### src/assert_macros.svh
// ---------------------------------------------------------------------------
// assert_macros.svh
// Assertion macros shared by the swipe recogniser modules.
// ---------------------------------------------------------------------------
`ifndef ASSERT_MACROS_SVH
`define ASSERT_MACROS_SVH

// Same-cycle implication, disabled while reset is asserted.
`define SGR_ASSERT_IMPL(name, clk, rst_n, ante, cons) \
	name: assert property (@(posedge clk) disable iff (!rst_n) (ante) |-> (cons)) \
		else $error("sgr: same-cycle check failed");

// Next-cycle implication, disabled while reset is asserted.
`define SGR_ASSERT_NEXT(name, clk, rst_n, ante, cons) \
	name: assert property (@(posedge clk) disable iff (!rst_n) (ante) |=> (cons)) \
		else $error("sgr: next-cycle check failed");

`endif

### src/sgr_pkg.sv
// ---------------------------------------------------------------------------
// sgr_pkg
// Codes, command and status types shared by the swipe recogniser.
// ---------------------------------------------------------------------------
package sgr_pkg;

	// Operation codes on the mode field
	localparam logic [2:0] MODE_DOWN   = 3'd0;
	localparam logic [2:0] MODE_MOTION = 3'd1;
	localparam logic [2:0] MODE_UP     = 3'd2;
	localparam logic [2:0] MODE_DETACH = 3'd3;
	localparam logic [2:0] MODE_TICK   = 3'd4;
	localparam logic [2:0] MODE_TAKE   = 3'd5;

	// Recogniser status codes
	localparam logic [2:0] ST_RECOG  = 3'd0;
	localparam logic [2:0] ST_FAILED = 3'd1;
	localparam logic [2:0] ST_READY  = 3'd2;
	localparam logic [2:0] ST_HOLD   = 3'd3;
	localparam logic [2:0] ST_DONE   = 3'd4;

	// Per-slot event phases
	localparam logic [2:0] PH_NONE        = 3'd0;
	localparam logic [2:0] PH_START_READY = 3'd1;
	localparam logic [2:0] PH_STARTED     = 3'd2;
	localparam logic [2:0] PH_END_READY   = 3'd3;
	localparam logic [2:0] PH_ENDED       = 3'd4;

	// Event kinds reported on take event
	localparam logic [1:0] KIND_NONE  = 2'd0;
	localparam logic [1:0] KIND_START = 2'd1;
	localparam logic [1:0] KIND_END   = 2'd2;

	// Configuration register indexes
	localparam logic CFG_TIME_LIMIT = 1'b0;
	localparam logic CFG_DIST_LIMIT = 1'b1;

	localparam logic [31:0] TIME_LIMIT_RST = 32'd300;
	localparam logic [15:0] DIST_LIMIT_RST = 16'd6554;

	// Controller to datapath
	typedef struct packed {
		logic cap_en;    // capture the input transaction
		logic sweep_en;  // walk the slot table for a tick
		logic rd_en;     // read the addressed slot
		logic calc_en;   // form deltas and timeout
		logic sq_en;     // square the deltas and the limit
		logic apply_en;  // update the slot and load the result
	} sgr_cmd_t;

	// Datapath to controller
	typedef struct packed {
		logic is_tick;
		logic sweep_done;
		logic out_free;
	} sgr_sts_t;

	function automatic logic [2:0] phase_status(input logic [2:0] ph);
		logic [2:0] st;
		case (ph)
			PH_START_READY: st = ST_READY;
			PH_END_READY:   st = ST_READY;
			PH_STARTED:     st = ST_HOLD;
			PH_ENDED:       st = ST_DONE;
			default:        st = ST_FAILED;
		endcase
		return st;
	endfunction

endpackage

### src/sgr_ctrl.sv
// ---------------------------------------------------------------------------
// sgr_ctrl
// Sequencer: steps one transaction through sweep, read, calc, square, apply.
// ---------------------------------------------------------------------------
`include "assert_macros.svh"

module sgr_ctrl (
	input  logic              clk,
	input  logic              arst_n,
	input  logic              in_valid,
	output logic              in_stall,
	input  sgr_pkg::sgr_sts_t sts,
	output sgr_pkg::sgr_cmd_t cmd
);

	typedef enum logic [2:0] {
		S_IDLE,
		S_SWEEP,
		S_READ,
		S_CALC,
		S_SQUARE,
		S_APPLY
	} state_t;

	state_t state_q;

	always_ff @(posedge clk or negedge arst_n) begin
		if (!arst_n) begin
			state_q <= S_IDLE;
		end else begin
			case (state_q)
				S_IDLE: begin
					if (in_valid) state_q <= S_SWEEP;
				end
				S_SWEEP: begin
					if (!sts.is_tick || sts.sweep_done) state_q <= S_READ;
				end
				S_READ:   state_q <= S_CALC;
				S_CALC:   state_q <= S_SQUARE;
				S_SQUARE: state_q <= S_APPLY;
				S_APPLY: begin
					if (sts.out_free) state_q <= S_IDLE;
				end
				default:  state_q <= S_IDLE;
			endcase
		end
	end

	assign in_stall     = (state_q != S_IDLE);
	assign cmd.cap_en   = (state_q == S_IDLE) && in_valid;
	assign cmd.sweep_en = (state_q == S_SWEEP) && sts.is_tick;
	assign cmd.rd_en    = (state_q == S_READ);
	assign cmd.calc_en  = (state_q == S_CALC);
	assign cmd.sq_en    = (state_q == S_SQUARE);
	assign cmd.apply_en = (state_q == S_APPLY) && sts.out_free;

	`SGR_ASSERT_IMPL(a_apply_needs_room, clk, arst_n, cmd.apply_en, sts.out_free)
	`SGR_ASSERT_NEXT(a_accept_goes_busy, clk, arst_n, in_valid && !in_stall, in_stall)

endmodule

### config.mk
export PLATFORM = sky130hd
export DESIGN_NAME = sgr_ctrl
export DESIGN_NICKNAME = d
export VERILOG_FILES = /design/src/sgr_pkg.sv /design/src/sgr_ctrl.sv
export VERILOG_INCLUDE_DIRS = /design/src /design/src/src
export SDC_FILE = /design/constraint.sdc
export NUM_CORES = 1
export LEC_CHECK = 0
export BUFFER_PORTS_ARGS = -buffer_cell sky130_fd_sc_hd__buf_2
export CORE_AREA = 2 2 39 41
export DETAILED_ROUTE_END_ITERATION = 8
export DIE_AREA = 0 0 41 43
export GPL_TIMING_DRIVEN = 0
export MAX_ROUTING_LAYER = met4
export PLACE_DENSITY = 0.36
export RECOVER_POWER = 100
export SETUP_SLACK_MARGIN = 0.02
export SLEW_MARGIN = 20
export SYNTH_ARGS = -nofsm -noshare
export SYNTH_HDL_FRONTEND = slang
export SYNTH_SLANG_ARGS = --single-unit
### constraint.sdc
create_clock -name clk -period 1.1 [get_ports clk]
set_input_delay 0.055 -clock clk [delete_from_list [all_inputs] [get_ports clk]]
set_output_delay 0.055 -clock clk [all_outputs]
set_load 0.005 [all_outputs]
* After elaboration in Yosys (flattened, before gate mapping)
Cells that the tools add are included.
** Operators by class
- Equal/unequal tests :: 8
- Muxes and demuxes :: 4
- Reductions and logical operators :: 8
** Operator list (count)
- case mux 3 bit (6 select lines) :: 1
- 2-to-1 mux 3 bit :: 3
- equality test 3 x 2 -> 1 bit (second input constant) :: 2
- equality test 3 bit (second input constant) :: 2
- inequality test 2 bit (second input constant) :: 3
- equality test 3 x 1 -> 1 bit (second input constant) :: 1
- logical AND 1 bit :: 3
- zero test 3 bit :: 1
- AND reduction 3 bit :: 1
- nonzero test 3 bit :: 1
- zero test 1 bit :: 1
- logical OR 1 bit :: 1
** Word-level totals
- Bits in registers :: 3

* Longest topological paths before layout
Gate-level depths: netlist of run 1.
- Word-level depth :: 4
- Mapped depth :: 4
- Mapped depth without buffers :: 3

* Least setup slack after synthesis of run 1
Ideal clock, no wire load.
- Path type :: reg-to-reg
- Start :: reg state_q[1]
- End :: reg state_q[0]
- Setup time :: 0.121 ns
- Data arrival time :: 1.058 ns
- Setup slack :: -0.079 ns
- Cell stages (with the launch flop) :: 4
- Clock period less this slack :: 1.179 ns
- Cells stage by stage :: dfrtp_1 > buf_6 > or3_4 > o22a_1
** Between the ends
- Longest elaborated chain between the ends :: 3
** RTL lines
- from (decl) :: RTL line sgr_ctrl.sv:25 : state_t state_q;
- from (signal assigned) :: RTL line sgr_ctrl.sv:29 : state_q <= S_IDLE;
- from (signal assigned) :: RTL line sgr_ctrl.sv:33 : if (in_valid) state_q <= S_SWEEP;
- from (signal assigned) :: RTL line sgr_ctrl.sv:36 : if (!sts.is_tick || sts.sweep_done) state_q <= S_READ;
- equality test 3 x 1 -> 1 bit (tied with other cells) :: RTL line sgr_ctrl.sv:31 : case (state_q)
- inequality test 2 bit (no source line)
- AND reduction 3 bit (no source line)
Parallel ways exist; a longest one is shown, timed or not.
A chain may end at the register's enable or synchronous reset.

==> flow_summary_export.csv, run 1 <==
group,metric,value,unit
clocking,cts_buffers,3,
final_layout,largestRegisters,"state_q: 3 flops",
final_layout,stdcell_count,61,
timing,max_freq,0.752,GHz
yosys,synth_cell_types,18,
floorplan,initial_core_util,16.3,%
pwr,ir_drop,777,uV
final_layout,fin_area,398,um^2
placed_design,dp_hpwl,379,um
global_routing,grt_pass1_wl,1110,um
clocking,h-tree-depth,1,
global_routing,use_met2,14.7,%
drt,vias_per_cell,4.03,
critical_path,cp.arrival,1.27,ns
critical_path,crit_type,"register to output pin",
global_routing,grt_pass1_vias,255,
yosys,ys.warnings.count,0,
floorplan,die_y,43,um
timing,grt_setup_unrepaired,"yes",
critical_path,r2r_setup_slack,-0.12,ns
yosys,syn_nets,30,
clocking,clk_pin_slew,0.04,ns
clocking,clkSinkCount,3,
drt,drt_first_pass_iters,4,
yosys,avgSynthCellArea,9.38,um^2
floorplan,die_x,41,um
timing,hold_ws,0.0911,ns
clocking,cts_tree,"built",
yosys,synth_area_leaders,"dfrtp_1 33%, and4bb_4 7.2%, nor3b_1 6.7%",
global_routing,gr-total-overflow,0,
outcome,status,"finished with violations",
final_layout,drive_above_1_share,60.0,%
global_routing,grt_use_total,10.4,%
hold_path,hold_class,"input port to register",
timing,worst_slack,-0.230,ns
clocking,clk_latency,0.23,ns
global_routing,antenna_found_initial,0,
global_routing,use_met3,1.57,%
timing,hold_violations,0,
critical_path,crit_fanout,4,
final_layout,synthToLayoutAreaGrowth,76.7,%
floorplan,rows,14,
run,max_cap_violations,0,
timing,finClkSkew,0.0000197,ns
placed_design,port_buffers,12,
outcome,violations,"setup timing",
yosys,seq_area_frac_synth,33.3,%
pwr,power_density,2750,nW/um^2
yosys,synth_cells,24,
drt,ant_nets,0,
placed_design,dpl_cell_area,305,um^2
hold_path,hold_path_depth,2,
yosys,synth_top_area_cell,"dfrtp_1",
clocking,ctsRootBufferMaster,"clkbuf_4",
critical_path,start_kind,"register",
yosys,syn_area,225,um^2
drt,vias,246,
drt,post_drt_wl_per_cell,11.0,um
final_layout,nFillCells,163,
drt,drc,0,
floorplan,io_pins,13,
final_layout,top_register,"state_q",
clocking,clock_tree.buffer_depth,2,
critical_path,rr_worst_depth,4,
drt,drt_iter0_drc,2,
floorplan,core,1380,um^2
floorplan,die_area,1760,um^2
yosys,synth_top_area_share,33.3,%
placed_design,gp_congestion,0.642,
placed_design,place_inst,52,
final_layout,nets,52,
global_routing,busiest_layer,"met2",
timing,max_slew_margin,89.4,%
timing,worst_pin_slew,0.158,ns
timing,slew_viol_final,0,
final_layout,largest_register_ffs,3,
timing,period_share,121,%
timing,finalSetupViolations,9,
global_routing,met1_usage,10.6,%
timing,period_minus_slack,1.33,ns
yosys,ys_ff_latch,3,
pwr,p_leak,0.202,nW
critical_path,critPathCaptureType,"output pin",
global_routing,grt_max_degree,11,
drt,routed_wl,674,um
final_layout,n_antenna_cell,0,
final_layout,utilization,28.8,%
critical_path,worstPathRequired,1.04,ns
layout make-up:
| class | count | area (um^2) | share of cell area, % |
|---|---|---|---|
| Multi-Input combinational cell | 17 | 138 | 34.6 |
| Timing Repair Buffer | 19 | 124 | 31.1 |
| Sequential cell | 3 | 75.1 | 18.9 |
| Clock buffer | 4 | 26.3 | 6.60 |
| Tap cell | 16 | 20.0 | 5.03 |
| Buffer | 1 | 11.3 | 2.83 |
| Inverter | 1 | 3.75 | 0.943 |
cell families (layout without fill, tap and decap cells):
group,Yosys count,count (layout),share of synthesized area (%)
buf+inv,4,25,12.2
flops,3,3,33.3
xor+xnor,1,1,3.89
simple gates,13,13,40.6
compound gates,3,3,10.0
path summary, 6_finish.rpt:
check                             end  startpoint
min                        state_q[0]    in_valid
max reg2reg                state_q[0]  state_q[0]
min reg2reg                state_q[2]  state_q[1]
max                            cmd[5]  state_q[2]
min in group asynchronous  state_q[0]      arst_n
max in group asynchronous  state_q[2]      arst_n
placed cells by master, fill, tap and decap left out:
cell type       n
xnor2_1         1
and4b_2         1
or3_4           1
nor3b_2         2
a22oi_1         1
buf_2          10
and2b_1         1
dfrtp_1         3
nor2_1          2
clkbuf_1        2
inv_1           1
nand2_1         3
clkbuf_4        3
buf_4           5
o22a_1          1
buf_6           3
dlygate4sd3_1   1
and4bb_4        1
nand2b_1        1
nor3_2          1
o22ai_1         1
per-stage QoR:
stage                     setup TNS, ns  total power [mW]  setup WS (ns)
after global routing              -1.56              1.20         -0.272
after CTS                         -1.42              1.11         -0.245
final                             -1.08              1.09         -0.230
after detailed placement         -0.198             0.723         -0.110
after global placement           -0.171             0.719         -0.108
after floorplan                 -0.0791             0.572        -0.0791
power breakdown:
| group | leakage, nW | switching, mW | internal (mW) |
|---|---|---|---|
| combinational | 0.150 | 0.292 | 0.405 |
| clock | 0.0150 | 0.0595 | 0.136 |
| sequential | 0.0371 | 0.0366 | 0.165 |
| total | 0.202 | 0.388 | 0.706 |
per-layer routing:
| layer | share of wire [%] | up-vias |
|---|---|---|
| met1 | 40 | 115 |
| met4 | 0 | 0 |
| met2 | 55 | 8 |
| li1 | - | 123 |
| met3 | 4.7 | 0 |
| met5 | 0 | - |
cell usage after synthesis, drive strengths merged:
| library cell | instances |
|---|---|
| a22oi | 1 |
| and2b | 1 |
| and4b | 1 |
| and4bb | 1 |
| buf | 3 |
| dfrtp | 3 |
| inv | 1 |
| nand2 | 3 |
| nand2b | 1 |
| nor2 | 2 |
| nor3 | 1 |
| nor3b | 2 |
| o22a | 1 |
| o22ai | 1 |
| or3 | 1 |
| xnor2 | 1 |
critical path, cell delays in order (launching register included):
cell	delay [ns]
dfrtp_1	0.38
buf_6	0.13
or3_4	0.33
nor2_1	0.10
buf_2	0.11
timing repair:
item	in CTS	in global routing
pin swaps	2	3
resized for setup	6	3
setup buffers	4	2
gates cloned	0	0
hold buffers	1	0
setup endpoints to repair	8	10
endpoints found under the hold margin	3	0
Note: power is estimated with default switching activity, not from simulation.
==> run 2, diff against run 1 <==
- RECOVER_POWER: 100 -> unset
==> run 2 against run 1 <==
Against the previous run:
- the flow still finishes with violations (setup timing)
- cell area increased by 1.3%
- clock skew is the same
- power rose by 1.8%
- wire length rose by 0.74%
- critical path depth did not move
- sequential power up 2%
- global-route usage unchanged
- largest cell class is now buffers
- utilization rose by 0.36 points
- largest power group unchanged
- maximum frequency hardly changed
- flip-flop and latch count is the same
- first-iteration DRC count rose by 50%
- clock power hardly changed
==> flow_summary_export.csv, run 2 (synthesis results as in run 1) <==
group,metric,value,unit
outcome,status,"finished with violations",
outcome,violations,"setup timing",
drt,vias_per_cell,4.05,
drt,vias,247,
placed_design,port_buffers,12,
global_routing,grt_pass1_vias,255,
critical_path,crit_cells,4,
drt,drt_first_pass_iters,4,
final_layout,drive_above_1_share,62.2,%
final_layout,top_register,"state_q",
floorplan,initial_core_util,16.3,%
drt,routed_wl,679,um
global_routing,antenna_found_initial,0,
critical_path,rr_worst_depth,4,
pwr,finalPower,1.11,mW
critical_path,path_buf_inv,2,
final_layout,largestRegisters,"state_q: 3 flops",
timing,max_slew_margin,89.3,%
final_layout,n_antenna_cell,0,
clocking,h-tree-depth,1,
clocking,clkSinkCount,3,
floorplan,die_x,41,um
global_routing,gr-total-overflow,0,
clocking,cts_buffers,3,
critical_path,crit_fanout,4,
global_routing,grt_max_degree,11,
drt,drc,0,
floorplan,core,1380,um^2
drt,ant_nets,0,
run,max_cap_violations,0,
timing,worst_pin_slew,0.159,ns
final_layout,fin_area,403,um^2
timing,hold_violations,0,
floorplan,rows,14,
clocking,clk_latency,0.23,ns
critical_path,critPathCaptureType,"output pin",
critical_path,crit_type,"register to output pin",
floorplan,io_pins,13,
pwr,power_density,2770,nW/um^2
critical_path,critPathSlowestCell,"dfrtp_1",
drt,post_drt_wl_per_cell,11.1,um
clocking,clk_pin_slew,0.04,ns
critical_path,crit_family,"simple AND/OR/NAND/NOR gates",
final_layout,nets,52,
final_layout,nFillCells,162,
floorplan,die_area,1760,um^2
clocking,cts_tree,"built",
hold_path,hold_path_depth,2,
timing,grt_setup_unrepaired,"yes",
timing,finalSetupViolations,9,
drt,drt_iter0_drc,3,
final_layout,final_cell_mix,"11 x buf_2, 4 x buf_6, 4 x buf_4",
floorplan,die_y,43,um
critical_path,critPathMaxStageDelay,0.38,ns
hold_path,hold_class,"input port to register",
timing,period_minus_slack,1.33,ns
global_routing,grt_use_total,10.4,%
pwr,ir_drop,793,uV
critical_path,start_kind,"register",
timing,finClkSkew,0.0000197,ns
critical_path,worstPathRequired,1.04,ns
timing,period_share,121,%
final_layout,largest_register_ffs,3,
placed_design,gp_congestion,0.642,
placed_design,dp_hpwl,379,um
placed_design,dpl_cell_area,305,um^2
final_layout,synthToLayoutAreaGrowth,78.9,%
final_layout,final_common_cell,"buf_2",
timing,slew_viol_final,0,
timing,worst_slack,-0.229,ns
critical_path,cp.arrival,1.27,ns
clocking,ctsRootBufferMaster,"clkbuf_4",
critical_path,path_cells,"buf_6 > or3_4 > nor2_1 > buf_2",
global_routing,grt_pass1_wl,1110,um
timing,max_freq,0.752,GHz
pwr,p_leak,0.206,nW
clocking,clock_tree.buffer_depth,2,
[run 2: cell types whose count changed in the layout (fill, tap and decap cells not counted), sizes merged]
cell / previous run / this run
buf: 18 / 19
clkbuf: 5 / 4
[run 2: report_power, final]
group / total (mW) / switching (mW) / internal (mW)
logic: 0.712 / 0.295 / 0.417
clock network: 0.196 / 0.0596 / 0.136
registers: 0.207 / 0.0416 / 0.165
total: 1.11 / 0.396 / 0.718
[run 2: worst paths after layout]
check | startpoint | end | slack (ns)
hold reg to reg | state_q[1] | state_q[2] | 0.62
hold / removal | in_valid | state_q[0] | 0.09
min in group asynchronous | arst_n | state_q[0] | 0.14
setup reg to reg | state_q[2] | state_q[0] | -0.12
setup / recovery | state_q[2] | cmd[5] | -0.23
max in group asynchronous | arst_n | state_q[2] | 0.85
[run 2: what timing repair did]
item | in CTS | in global routing
endpoints found under the setup margin | 8 | 10
pin swaps | 2 | 3
hold buffers | 1 | 0
setup buffers | 4 | 2
resized for setup | 6 | 3
endpoints found under the hold margin | 3 | 0
[run 2: final cells by class]
cell class	instances	area, um^2	area share [%]
tap	16	20.0	4.97
sequential	3	75.1	18.6
buffer	1	11.3	2.80
clock buffer	4	26.3	6.52
inverter	1	3.75	0.932
timing repair buffer	19	129	32.0
multi-input combinational	17	138	34.2
[run 2: worst register-to-register path, stage by stage (launching register included)]
cell and delay [ns]:
dfrtp_1 0.38, buf_4 0.14, and4bb_4 0.32, and2b_1 0.17, o22a_1 0.14
[run 2: metal layers]
layer / share of wire [%] / wire length (um) / vias up / track usage (%)
met1: 42 / 285 / 116 / 10.6
met5: 0 / 0 / - / -
met4: 0 / 0 / 0 / 12.0
li1: - / - / 123 / -
met2: 53 / 361 / 8 / 14.7
met3: 4.7 / 32 / 0 / 1.57
[run 2: stage by stage]
step           TNS (ns)  hold WS (ns)  util (%)  setup WS [ns]  std cells
3_5_place_dp     -0.198        -0.148      22.1         -0.110         52
6_report          -1.08        0.0911      29.1         -0.229         61
2_1_floorplan   -0.0791        -0.241         -        -0.0791         24
4_1_cts           -1.42        0.0869      28.6         -0.245         61
3_3_place_gp     -0.171        -0.150      22.1         -0.108         52
5_1_grt           -1.50        0.0906      29.1         -0.272         61
