File: src/assert_macros.svh
// ---------------------------------------------------------------------------
// assert_macros.svh
// Assertion macros shared by the swipe recogniser modules.
// ---------------------------------------------------------------------------
`ifndef ASSERT_MACROS_SVH
`define ASSERT_MACROS_SVH

// Same-cycle implication, disabled while reset is asserted.
`define SGR_ASSERT_IMPL(name, clk, rst_n, ante, cons) \
	name: assert property (@(posedge clk) disable iff (!rst_n) (ante) |-> (cons)) \
		else $error("sgr: same-cycle check failed");

// Next-cycle implication, disabled while reset is asserted.
`define SGR_ASSERT_NEXT(name, clk, rst_n, ante, cons) \
	name: assert property (@(posedge clk) disable iff (!rst_n) (ante) |=> (cons)) \
		else $error("sgr: next-cycle check failed");

`endif

File: src/sgr_pkg.sv
// ---------------------------------------------------------------------------
// sgr_pkg
// Codes, command and status types shared by the swipe recogniser.
// ---------------------------------------------------------------------------
package sgr_pkg;

	// Operation codes on the mode field
	localparam logic [2:0] MODE_DOWN   = 3'd0;
	localparam logic [2:0] MODE_MOTION = 3'd1;
	localparam logic [2:0] MODE_UP     = 3'd2;
	localparam logic [2:0] MODE_DETACH = 3'd3;
	localparam logic [2:0] MODE_TICK   = 3'd4;
	localparam logic [2:0] MODE_TAKE   = 3'd5;

	// Recogniser status codes
	localparam logic [2:0] ST_RECOG  = 3'd0;
	localparam logic [2:0] ST_FAILED = 3'd1;
	localparam logic [2:0] ST_READY  = 3'd2;
	localparam logic [2:0] ST_HOLD   = 3'd3;
	localparam logic [2:0] ST_DONE   = 3'd4;

	// Per-slot event phases
	localparam logic [2:0] PH_NONE        = 3'd0;
	localparam logic [2:0] PH_START_READY = 3'd1;
	localparam logic [2:0] PH_STARTED     = 3'd2;
	localparam logic [2:0] PH_END_READY   = 3'd3;
	localparam logic [2:0] PH_ENDED       = 3'd4;

	// Event kinds reported on take event
	localparam logic [1:0] KIND_NONE  = 2'd0;
	localparam logic [1:0] KIND_START = 2'd1;
	localparam logic [1:0] KIND_END   = 2'd2;

	// Configuration register indexes
	localparam logic CFG_TIME_LIMIT = 1'b0;
	localparam logic CFG_DIST_LIMIT = 1'b1;

	localparam logic [31:0] TIME_LIMIT_RST = 32'd300;
	localparam logic [15:0] DIST_LIMIT_RST = 16'd6554;

	// Controller to datapath
	typedef struct packed {
		logic cap_en;    // capture the input transaction
		logic sweep_en;  // walk the slot table for a tick
		logic rd_en;     // read the addressed slot
		logic calc_en;   // form deltas and timeout
		logic sq_en;     // square the deltas and the limit
		logic apply_en;  // update the slot and load the result
	} sgr_cmd_t;

	// Datapath to controller
	typedef struct packed {
		logic is_tick;
		logic sweep_done;
		logic out_free;
	} sgr_sts_t;

	function automatic logic [2:0] phase_status(input logic [2:0] ph);
		logic [2:0] st;
		case (ph)
			PH_START_READY: st = ST_READY;
			PH_END_READY:   st = ST_READY;
			PH_STARTED:     st = ST_HOLD;
			PH_ENDED:       st = ST_DONE;
			default:        st = ST_FAILED;
		endcase
		return st;
	endfunction

endpackage

File: src/sgr_datapath.sv
// ---------------------------------------------------------------------------
// sgr_datapath
// Slot table, configuration registers, distance arithmetic, result register.
// ---------------------------------------------------------------------------
`include "assert_macros.svh"

module sgr_datapath #(
	parameter int SLOTS = 16
) (
	input  logic               clk,
	input  logic               arst_n,
	input  sgr_pkg::sgr_cmd_t  cmd,
	output sgr_pkg::sgr_sts_t  sts,
	input  logic               cfg_we,
	input  logic               cfg_idx,
	input  logic [31:0]        cfg_wdata,
	input  logic [2:0]         mode,
	input  logic [3:0]         finger_slot,
	input  logic [15:0]        pos_x,
	input  logic [15:0]        pos_y,
	input  logic [31:0]        time_ms,
	output logic               out_valid,
	input  logic               out_stall,
	output logic [2:0]         status,
	output logic [1:0]         event_kind,
	output logic [15:0]        start_x,
	output logic [15:0]        start_y,
	output logic [31:0]        start_time,
	output logic signed [16:0] delta_x,
	output logic signed [16:0] delta_y
);

	localparam int IDX_W = (SLOTS > 1) ? $clog2(SLOTS) : 1;
	localparam int CNT_W = $clog2(SLOTS + 1);
	localparam int EXT_W = (IDX_W > 4) ? IDX_W : 4;

	// Configuration
	logic [31:0] time_limit_q;
	logic [15:0] dist_limit_q;

	always_ff @(posedge clk or negedge arst_n) begin
		if (!arst_n) begin
			time_limit_q <= sgr_pkg::TIME_LIMIT_RST;
			dist_limit_q <= sgr_pkg::DIST_LIMIT_RST;
		end else if (cfg_we) begin
			case (cfg_idx)
				sgr_pkg::CFG_TIME_LIMIT: time_limit_q <= cfg_wdata;
				sgr_pkg::CFG_DIST_LIMIT: dist_limit_q <= cfg_wdata[15:0];
				default: ;
			endcase
		end
	end

	// Captured transaction
	logic [2:0]  mode_q;
	logic [3:0]  slot_q;
	logic [15:0] pos_x_q;
	logic [15:0] pos_y_q;
	logic [31:0] time_q;

	always_ff @(posedge clk) begin
		if (cmd.cap_en) begin
			mode_q  <= mode;
			slot_q  <= finger_slot;
			pos_x_q <= pos_x;
			pos_y_q <= pos_y;
			time_q  <= time_ms;
		end
	end

	logic [EXT_W-1:0] slot_ext;
	logic             in_range;
	logic [IDX_W-1:0] idx;

	assign slot_ext = EXT_W'(slot_q);
	assign in_range = ({28'd0, slot_q} < 32'(SLOTS));
	assign idx      = in_range ? slot_ext[IDX_W-1:0] : '0;

	// Slot table: valid bits and phases in flops, payload in memories
	logic [SLOTS-1:0] cand_valid_q;
	logic [2:0]       phase_q [SLOTS];

	logic [15:0]        cand_x_mem [SLOTS];
	logic [15:0]        cand_y_mem [SLOTS];
	logic [31:0]        cand_t_mem [SLOTS];
	logic [15:0]        ev_sx_mem  [SLOTS];
	logic [15:0]        ev_sy_mem  [SLOTS];
	logic [31:0]        ev_st_mem  [SLOTS];
	logic signed [16:0] ev_dx_mem  [SLOTS];
	logic signed [16:0] ev_dy_mem  [SLOTS];

	// Tick sweep
	logic [CNT_W-1:0] swp_cnt_q;
	logic             swp_issue;
	logic             swp_vld_s1;
	logic [IDX_W-1:0] swp_idx_s1;

	assign swp_issue = cmd.sweep_en && (swp_cnt_q < CNT_W'(SLOTS));

	always_ff @(posedge clk or negedge arst_n) begin
		if (!arst_n) begin
			swp_cnt_q  <= '0;
			swp_vld_s1 <= 1'b0;
		end else if (cmd.cap_en) begin
			swp_cnt_q  <= '0;
			swp_vld_s1 <= 1'b0;
		end else begin
			swp_vld_s1 <= swp_issue;
			if (swp_issue) swp_cnt_q <= swp_cnt_q + CNT_W'(1);
		end
	end

	always_ff @(posedge clk) begin
		if (swp_issue) swp_idx_s1 <= swp_cnt_q[IDX_W-1:0];
	end

	// Shared read port
	logic [IDX_W-1:0]   rd_addr;
	logic [15:0]        rd_cx_q;
	logic [15:0]        rd_cy_q;
	logic [31:0]        rd_ct_q;
	logic [15:0]        rd_sx_q;
	logic [15:0]        rd_sy_q;
	logic [31:0]        rd_st_q;
	logic signed [16:0] rd_dx_q;
	logic signed [16:0] rd_dy_q;

	assign rd_addr = swp_issue ? swp_cnt_q[IDX_W-1:0] : idx;

	always_ff @(posedge clk) begin
		if (swp_issue || cmd.rd_en) begin
			rd_cx_q <= cand_x_mem[rd_addr];
			rd_cy_q <= cand_y_mem[rd_addr];
			rd_ct_q <= cand_t_mem[rd_addr];
			rd_sx_q <= ev_sx_mem[rd_addr];
			rd_sy_q <= ev_sy_mem[rd_addr];
			rd_st_q <= ev_st_mem[rd_addr];
			rd_dx_q <= ev_dx_mem[rd_addr];
			rd_dy_q <= ev_dy_mem[rd_addr];
		end
	end

	// Elapsed time since the candidate began, wrapping
	logic [31:0] elapsed;
	logic        expired;

	assign elapsed = time_q - rd_ct_q;
	assign expired = (elapsed > time_limit_q);

	// Stage 1: deltas, magnitudes, timeout
	logic signed [16:0] dx_c;
	logic signed [16:0] dy_c;
	logic signed [16:0] ndx_c;
	logic signed [16:0] ndy_c;
	logic signed [16:0] dx_s1;
	logic signed [16:0] dy_s1;
	logic [15:0]        ax_s1;
	logic [15:0]        ay_s1;
	logic               tout_s1;

	assign dx_c  = $signed({1'b0, pos_x_q}) - $signed({1'b0, rd_cx_q});
	assign dy_c  = $signed({1'b0, pos_y_q}) - $signed({1'b0, rd_cy_q});
	assign ndx_c = -dx_c;
	assign ndy_c = -dy_c;

	always_ff @(posedge clk) begin
		if (cmd.calc_en) begin
			dx_s1   <= dx_c;
			dy_s1   <= dy_c;
			ax_s1   <= dx_c[16] ? ndx_c[15:0] : dx_c[15:0];
			ay_s1   <= dy_c[16] ? ndy_c[15:0] : dy_c[15:0];
			tout_s1 <= expired;
		end
	end

	// Stage 2: squares
	logic [31:0] ax2_s2;
	logic [31:0] ay2_s2;
	logic [31:0] lim2_s2;

	always_ff @(posedge clk) begin
		if (cmd.sq_en) begin
			ax2_s2  <= 32'(ax_s1) * 32'(ax_s1);
			ay2_s2  <= 32'(ay_s1) * 32'(ay_s1);
			lim2_s2 <= 32'(dist_limit_q) * 32'(dist_limit_q);
		end
	end

	logic [32:0] d2;
	logic        far_enough;

	assign d2         = {1'b0, ax2_s2} + {1'b0, ay2_s2};
	assign far_enough = (d2 >= {1'b0, lim2_s2});

	// Apply: decide the slot update and the result
	logic       cv_cur;
	logic [2:0] ph_cur;
	logic       cv_nxt;
	logic [2:0] ph_nxt;
	logic [2:0] st_nxt;
	logic [1:0] kind_nxt;
	logic       cand_wr;
	logic       ev_wr;
	logic       upd;

	assign cv_cur = cand_valid_q[idx];
	assign ph_cur = phase_q[idx];
	assign upd    = cmd.apply_en && in_range;

	always_comb begin
		cv_nxt   = cv_cur;
		ph_nxt   = ph_cur;
		st_nxt   = sgr_pkg::ST_FAILED;
		kind_nxt = sgr_pkg::KIND_NONE;
		cand_wr  = 1'b0;
		ev_wr    = 1'b0;
		case (mode_q)
			sgr_pkg::MODE_DOWN: begin
				cv_nxt  = 1'b1;
				cand_wr = 1'b1;
				st_nxt  = sgr_pkg::ST_RECOG;
			end
			sgr_pkg::MODE_MOTION: begin
				if (cv_cur) begin
					if (tout_s1) begin
						cv_nxt = 1'b0;
						st_nxt = sgr_pkg::ST_FAILED;
					end else if (far_enough) begin
						cv_nxt = 1'b0;
						ph_nxt = sgr_pkg::PH_START_READY;
						ev_wr  = 1'b1;
						st_nxt = sgr_pkg::ST_READY;
					end else begin
						st_nxt = sgr_pkg::ST_RECOG;
					end
				end else begin
					st_nxt = sgr_pkg::phase_status(ph_cur);
				end
			end
			sgr_pkg::MODE_UP: begin
				if (ph_cur != sgr_pkg::PH_NONE) begin
					ph_nxt = sgr_pkg::PH_END_READY;
					st_nxt = sgr_pkg::ST_READY;
				end
			end
			sgr_pkg::MODE_DETACH: begin
				cv_nxt = 1'b0;
				ph_nxt = sgr_pkg::PH_NONE;
				st_nxt = sgr_pkg::ST_FAILED;
			end
			sgr_pkg::MODE_TAKE: begin
				if (ph_cur == sgr_pkg::PH_START_READY) begin
					ph_nxt   = sgr_pkg::PH_STARTED;
					kind_nxt = sgr_pkg::KIND_START;
				end else if (ph_cur == sgr_pkg::PH_END_READY) begin
					ph_nxt   = sgr_pkg::PH_ENDED;
					kind_nxt = sgr_pkg::KIND_END;
				end
				st_nxt = cv_cur ? sgr_pkg::ST_RECOG : sgr_pkg::phase_status(ph_nxt);
			end
			default: begin
				st_nxt = cv_cur ? sgr_pkg::ST_RECOG : sgr_pkg::phase_status(ph_cur);
			end
		endcase
		if (!in_range) begin
			cv_nxt   = cv_cur;
			ph_nxt   = ph_cur;
			st_nxt   = sgr_pkg::ST_FAILED;
			kind_nxt = sgr_pkg::KIND_NONE;
			cand_wr  = 1'b0;
			ev_wr    = 1'b0;
		end
	end

	// Valid bits and phases
	always_ff @(posedge clk or negedge arst_n) begin
		if (!arst_n) begin
			cand_valid_q <= '0;
			for (int i = 0; i < SLOTS; i++) phase_q[i] <= sgr_pkg::PH_NONE;
		end else begin
			if (swp_vld_s1 && cand_valid_q[swp_idx_s1] && expired) begin
				cand_valid_q[swp_idx_s1] <= 1'b0;
			end
			if (upd) begin
				cand_valid_q[idx] <= cv_nxt;
				phase_q[idx]      <= ph_nxt;
			end
		end
	end

	// Payload memories
	always_ff @(posedge clk) begin
		if (upd && cand_wr) begin
			cand_x_mem[idx] <= pos_x_q;
			cand_y_mem[idx] <= pos_y_q;
			cand_t_mem[idx] <= time_q;
		end
		if (upd && ev_wr) begin
			ev_sx_mem[idx] <= rd_cx_q;
			ev_sy_mem[idx] <= rd_cy_q;
			ev_st_mem[idx] <= rd_ct_q;
			ev_dx_mem[idx] <= dx_s1;
			ev_dy_mem[idx] <= dy_s1;
		end
	end

	// Result register
	logic       out_valid_q;
	logic       has_ev;

	assign has_ev = (kind_nxt != sgr_pkg::KIND_NONE);

	always_ff @(posedge clk or negedge arst_n) begin
		if (!arst_n) begin
			out_valid_q <= 1'b0;
		end else if (cmd.apply_en) begin
			out_valid_q <= 1'b1;
		end else if (!out_stall) begin
			out_valid_q <= 1'b0;
		end
	end

	always_ff @(posedge clk) begin
		if (cmd.apply_en) begin
			status     <= st_nxt;
			event_kind <= kind_nxt;
			start_x    <= has_ev ? rd_sx_q : '0;
			start_y    <= has_ev ? rd_sy_q : '0;
			start_time <= has_ev ? rd_st_q : '0;
			delta_x    <= has_ev ? rd_dx_q : '0;
			delta_y    <= has_ev ? rd_dy_q : '0;
		end
	end

	assign out_valid      = out_valid_q;
	assign sts.out_free   = !out_valid_q || !out_stall;
	assign sts.is_tick    = (mode_q == sgr_pkg::MODE_TICK);
	assign sts.sweep_done = (swp_cnt_q == CNT_W'(SLOTS)) && !swp_vld_s1;

	`SGR_ASSERT_NEXT(a_apply_loads_result, clk, arst_n, cmd.apply_en, out_valid)
	`SGR_ASSERT_IMPL(a_sweep_only_on_tick, clk, arst_n, swp_vld_s1 || swp_issue, sts.is_tick)

endmodule
File: config.mk
export PLATFORM = sky130hd
export DESIGN_NAME = sgr_datapath
export DESIGN_NICKNAME = d
export VERILOG_FILES = /design/src/sgr_pkg.sv /design/src/sgr_datapath.sv
export VERILOG_INCLUDE_DIRS = /design/src /design/src/src
export SDC_FILE = /design/constraint.sdc
export NUM_CORES = 2
export LEC_CHECK = 0
export ABC_AREA = 0
export BUFFER_PORTS_ARGS = -buffer_cell sky130_fd_sc_hd__buf_2
export CAP_MARGIN = 5
export CORE_MARGIN = 2
export CORE_UTILIZATION = 41
export DETAILED_ROUTE_END_ITERATION = 10
export PLACE_DENSITY_LB_ADDON = 0.2
export SYNTH_ARGS = -nofsm -noshare
export SYNTH_HDL_FRONTEND = slang
export SYNTH_SLANG_ARGS = --single-unit
File: constraint.sdc
create_clock -name clk -period 25.8 [get_ports clk]
set_clock_uncertainty 0.1 [all_clocks]
set_input_delay 5.16 -clock clk [delete_from_list [all_inputs] [get_ports clk]]
set_output_delay 5.16 -clock clk [all_outputs]
set_load 0.03 [all_outputs]
* After elaboration in Yosys (flattened, before gate mapping)
Memories as Yosys holds them, arrays and structs flattened. A register that Yosys moved wholly into a read port is not among the register bits.
Cells that the tools add are included.
** Cells by class
- $add $sub $neg :: 7
- Multipliers :: 3
- Div/mod/pow operators :: 0
- $lt $le $gt $ge :: 9
- Eq/ne operators :: 15
- Shifts and indexed selects :: 0
- Multiplexer cells :: 58
- Bitwise logic cells :: 4
- Reductions and logical operators :: 22
** Operators by type and width (count)
- $mul A16 B16 Y32 :: 3
- $mux W16 :: 4
- $bwmux W48 :: 1
- $mux W3 :: 13
- $sub A16 B16 Y17 :: 2
- $add A32 B32 Y33 :: 1
- $ge A33 B32 Y1 :: 1
- $gt A32 B32 Y1 :: 1
- $neg A16 Y16 :: 2
- $sub A32 B32 Y32 :: 1
- $mux W1 :: 19
- $eq A3 B2 Y1 const B :: 6
- $pmux W3 S3 :: 2
- $and A16 B16 Y16 :: 1
- $bwmux W16 :: 1
- $not A16 Y16 :: 1
- $pmux W3 S5 :: 1
- $bmux W3 S4 :: 1
- $demux W3 S4 :: 1
- $eq A3 B3 Y1 const B :: 4
- $mux W2 :: 6
- $pmux W3 S4 :: 1
- $lt A4 B5 Y1 const B :: 2
- $mux W5 :: 2
- 22 further kinds :: 41
** Storage, ports and cells
- Register bits :: 460
- Bits in latches :: 0
- RAM bits :: 2592
- Bits in read-only memories :: 0
- Bits of input ports :: 114
- Output and inout bits :: 107
- Memories :: 8
** Memories
- cand_t_mem :: words 16, width 32, read ports 1, clocked after memory_dff 1, wr ports 1, line sgr_datapath.sv:85 : logic [31:0] cand_t_mem [SLOTS];
- ev_st_mem :: words 16, width 32, read ports 1, clocked after memory_dff 1, wr ports 1, line sgr_datapath.sv:88 : logic [31:0] ev_st_mem [SLOTS];
- ev_dx_mem :: words 16, width 17, read ports 1, clocked after memory_dff 1, wr ports 1, line sgr_datapath.sv:89 : logic signed [16:0] ev_dx_mem [SLOTS];
- ev_dy_mem :: words 16, width 17, read ports 1, clocked after memory_dff 1, wr ports 1, line sgr_datapath.sv:90 : logic signed [16:0] ev_dy_mem [SLOTS];
- cand_x_mem :: words 16, width 16, read ports 1, clocked after memory_dff 1, wr ports 1, line sgr_datapath.sv:83 : logic [15:0] cand_x_mem [SLOTS];
- cand_y_mem :: words 16, width 16, read ports 1, clocked after memory_dff 1, wr ports 1, line sgr_datapath.sv:84 : logic [15:0] cand_y_mem [SLOTS];
- +2 memories

* Depth between registers and ports, before layout
- Depth after elaboration :: 13
- Gate-level depth with buffers :: 25
- Mapped depth without buffers :: 24

* Worst setup path after synthesis
Ideal clock, no wire load.
- Path kind :: input -> output
- From :: input out_stall
- To :: output sts[0] (netlist bit)
- Arrival :: 5.385 ns
- Slack :: 15.155 ns
- Stages :: 1
- Path buffers :: 0
- Path through :: nand2_1
** Between the ends
- Word-level cells in the longest chain between the ends :: 2
** Ends and longest elaborated chain
- start, declared :: line sgr_datapath.sv:23 : input logic out_stall,
- $logic_not A1 Y1 :: line sgr_datapath.sv:336 : assign sts.out_free = !out_valid_q || !out_stall;
- $logic_or A1 B1 Y1 :: line sgr_datapath.sv:336
- end, declared :: line sgr_datapath.sv:13 : output sgr_pkg::sgr_sts_t sts,
Every way passes these cells.

* Worst setup path in the final report
- From :: input cmd[4] (netlist bit)
- To :: register rd_sx_q[10] (read register of ev_sx_mem) (data pin)
** Between the ends
- Word-level cells in the longest chain between the ends :: 2
** Ends and longest elaborated chain
- start, declared :: line sgr_datapath.sv:12 : input sgr_pkg::sgr_cmd_t cmd,
- $logic_and A1 B1 Y1 * :: line sgr_datapath.sv:98 : assign swp_issue = cmd.sweep_en && (swp_cnt_q < CNT_W'(SLOTS));
- $mux W4 / $logic_or A1 B1 Y1 (equally long branches) :: line sgr_datapath.sv:128, sgr_datapath.sv:131
- end, declared :: line sgr_datapath.sv:122 : logic [15:0] rd_sx_q;
Every way passes the cells marked *; elsewhere a longest branch is shown, timed or not.
A chain may end at the register's enable or synchronous reset.

==> flow_summary_export.csv <==
group,metric,value,unit
outcome,status,"finished, final reports clean",
layout,final_cells,14200,
synthesis,synth_adder_area_share,0.106,
setup_path,cp_max_fo,97,
route,drt_wl_total,389000,microns
setup_path,cp.depth,13,
floorplanning,fp.dieW,604,microns
setup_path,slowest_stage,"nor2b_2",
hold_path,min_path_cells,2,
setup_path,crit_chain,"buf_2, nor2b_2, nor2_1, a21oi_4, buf_4, buf_4, buf_4, buf_12, buf_4, mux4_2, and2_1, a211oi_1, a31oi_1",
global_routing,grt_first_pass_wirelength,570000,microns
clocking,cts_buffers,345,
route,ant_nets,0,
sta,rsz0062_at_grt,"false",
placement,gp_congestion,0.808,
route,via_per_inst,5.59,
synthesis,ys_types,85,
synthesis,synth_simple_gate_area_frac,0.0507,
placement,portBuffers,220,
floorplanning,fp.dieH,604,microns
setup_path,end_kind,"flip-flop",
synthesis,synth.avg_cell_area,16.7,sq um
global_routing,grt_pass1_vias,83700,
synthesis,synth_top_flop_cell,"edfxtp_1",
clocking,cts_setup_buffers,0,
placement,post-dp-hpwl,228000,microns
floorplanning,core,0.359,sq mm
route,drt-met1-wl,170000,microns
layout,drive_above_1_share,0.177,
sta,maxSlewHeadroom,0.118,
setup_path,slowest_delay,0.90,ns
setup_path,critPathArrivalTime,11.47,ns
clocking,ctsHoldBuffers,0,
sta,finalMaxSlewViolations,0,
clocking,clock_latency,0.96,ns
synthesis,synthCells,8826,
synthesis,syn_nets,9894,
setup_path,required,26.31,ns
sta,fin_crit,10.96,ns
placement,placed_cells,13600,
route,wl_per_cell,27.3,microns
layout,syn_to_final_growth,12.4,%
setup_path,worstSetupStartpointType,"primary input",
route,wl_met3,23200,microns
route,routed.top_layer,"met5",
route,dr.first_iter.drc_count,7629,
synthesis,ys_warn_count,0,
route,vias,79500,
clocking,cts_sinks,3209,
synthesis,synth_xor_area_frac,0.0117,
floorplanning,num_rows,220,
synthesis,synth-compound-area-share,0.0431,
sta,min_period_over_period,0.425,
sta,fmax,91.2,MHz
synthesis,seq_area_frac_synth,0.649,
synthesis,synth_edf_count,3090,
sta,setup_viol,0,
sta,setup-tns-final,0,ns
floorplanning,die_area,0.365,sq mm
sta,tightest_slew,1.32,ns
setup_path,path_buf_inv,6,
route,dr_wl_met2,186000,microns
synthesis,synth_top_family_by_area,"multiplexers",
global_routing,grt.overflow.total,0,
global_routing,gr-usage-all-layers,0.214,
clocking,clockBufferDepth,4,
flow_run,max_cap_violations,0,
setup_path,rr_worst_depth,21,
synthesis,async_flop_share,0.0371,
hold_path,hold_class,"flip-flop to flip-flop",
clocking,cts_tree,"done",
layout,nets,10200,
global_routing,antenna_found_initial,35,
setup_path,cp_common_cell,"buf_4",
setup_path,path_class,"primary input to flip-flop",
sta,finalHoldViolations,0,
route,drc,0,
clocking,path_clk_slew,0.06,ns
clocking,htree_levels,5,
synthesis,synth_area,0.148,sq mm
setup_path,crit_family,"buffers and inverters",
floorplanning,ios,221,
route,firstDrtPassIters,5,
clocking,postCtsResizedCells,0,
global_routing,grt_max_degree,139,
synthesis,muxShareOfSynthArea,0.108,
floorplanning,initial_utilization,0.412,
clocking,root_buffer,"clkbuf_16",
synthesis,ys_seq_elements,3209,
placed cells by master (no fill, tap or decap), types with 14 or more instances in the layout:
cell type / count
mux2_2: 70
or2_2: 20
buf_12: 16
xnor2_1: 153
o21a_1: 36
nand2_1: 671
a21o_1: 107
o211ai_1: 14
nor2b_1: 33
o21bai_1: 16
clkinv_2: 70
a211oi_1: 178
edfxtp_1: 3090
o21ai_0: 133
nand3_1: 42
clkinv_1: 69
or3_1: 17
nor2_4: 33
clkbuf_1: 77
ha_1: 458
bufinv_16: 31
and2_1: 299
fa_1: 496
o22ai_1: 19
inv_1: 838
inv_6: 14
nand4_1: 26
mux4_2: 670
xor2_1: 44
buf_2: 215
a21oi_1: 162
and3_1: 117
nor3_1: 62
nor2_1: 167
clkbuf_16: 347
nor4_1: 15
nand2b_1: 26
a31oi_1: 171
dfrtp_1: 108
buf_4: 116
Yosys cell counts (33+ instances only):
library cell,instances,share of area
o21ai_0,133,0.0045
a31oi_1,171,0.0072
mux2_2,70,0.0053
edfxtp_1,3090,0.63
nand3_1,42,0.0014
inv_1,838,0.021
dfrtp_1,108,0.018
a21oi_1,164,0.0056
xor2_1,44,0.0026
a21o_1,108,0.0055
nor2b_1,35,0.0015
and2_1,299,0.013
nand2_1,671,0.017
nor3_1,63,0.0021
buf_2,69,0.0023
nor2_1,199,0.0051
fa_1,496,0.067
ha_1,458,0.039
and3_1,117,0.0050
o21a_1,36,0.0018
mux4_2,670,0.10
buf_1,33,0.00084
clkbuf_1,261,0.0066
a211oi_1,179,0.0091
xnor2_1,153,0.0091
routing by layer:
metal,global-route usage,up-vias
li1,-,34000
met1,0.304,42500
met2,0.351,2556
met3,0.0265,481
met4,0.0509,4
met5,0,-
cell families (layout without fill, tap and decap cells):
family / Yosys count / count (layout)
buffers and inverters: 1204 / 1823
XOR/XNOR: 197 / 197
flip-flops: 3209 / 3209
adder cells (fa/ha/maj): 954 / 954
AO/OA/AOI/OAI: 957 / 957
multiplexers: 748 / 748
other: 0 / 10
AND/OR/NAND/NOR: 1557 / 1557
cell type report:
class | count | area [sq um]
diodes | 10 | 25.0
clock buffers | 427 | 9010
clock inverters | 209 | 2140
fillers | 30600 | 193000
inverters | 839 | 3150
multi-input cells | 4413 | 47500
flip-flops and latches | 3209 | 95800
well taps | 4773 | 5970
repair buffers | 348 | 2280
metrics by stage:
stage / setup WS [ns] / area (sq um) / hold WS (ns) / utilization
6_report: 14.84 / 166000 / 0.400 / 0.463
5_1_grt: 14.18 / 166000 / 0.407 / 0.462
4_1_cts: 14.69 / 166000 / 0.402 / 0.462
3_5_place_dp: 13.70 / 155000 / 0.388 / 0.431
3_3_place_gp: 13.84 / 155000 / 0.379 / 0.431
2_1_floorplan: 15.16 / 148000 / 0.337 / -
worst min-delay path: stages (launching register included):
cell and delay (ns):
dfrtp_1 0.33, nand2_1 0.07, nand2b_1 0.07
state kept, by name (all words and copies together), names as in the netlist, 31 cells and up:
signal,count
ay2_s2,31
cand_x_mem,256
cand_y_mem,256
ev_sx_mem,256
ev_dy_mem,272
ev_sy_mem,256
ev_st_mem,512
phase_q,48
cand_t_mem,512
time_q,32
rd_ct_q,32
ev_dx_mem,272
time_limit_q,32
start_time,32
ax2_s2,31
lim2_s2,31
rd_st_q,32
path summary, 6_finish.rpt:
check                           startpoint  slack, ns               to
worst min-delay path             out_valid       0.40        out_valid
worst max-delay path                cmd[4]      14.84      rd_sx_q[10]
min in group asynchronous           arst_n       4.22  dist_limit_q[5]
worst max register to register   ax2_s2[3]      17.91  ev_sx_mem[1][2]
max in group asynchronous           arst_n      19.94      phase_q[46]
worst min register to register   out_valid       0.40        out_valid
Power is left out: the tool's default activity adds up to more than one toggle a clock period on the data nets, which glitch-free logic cannot reach.
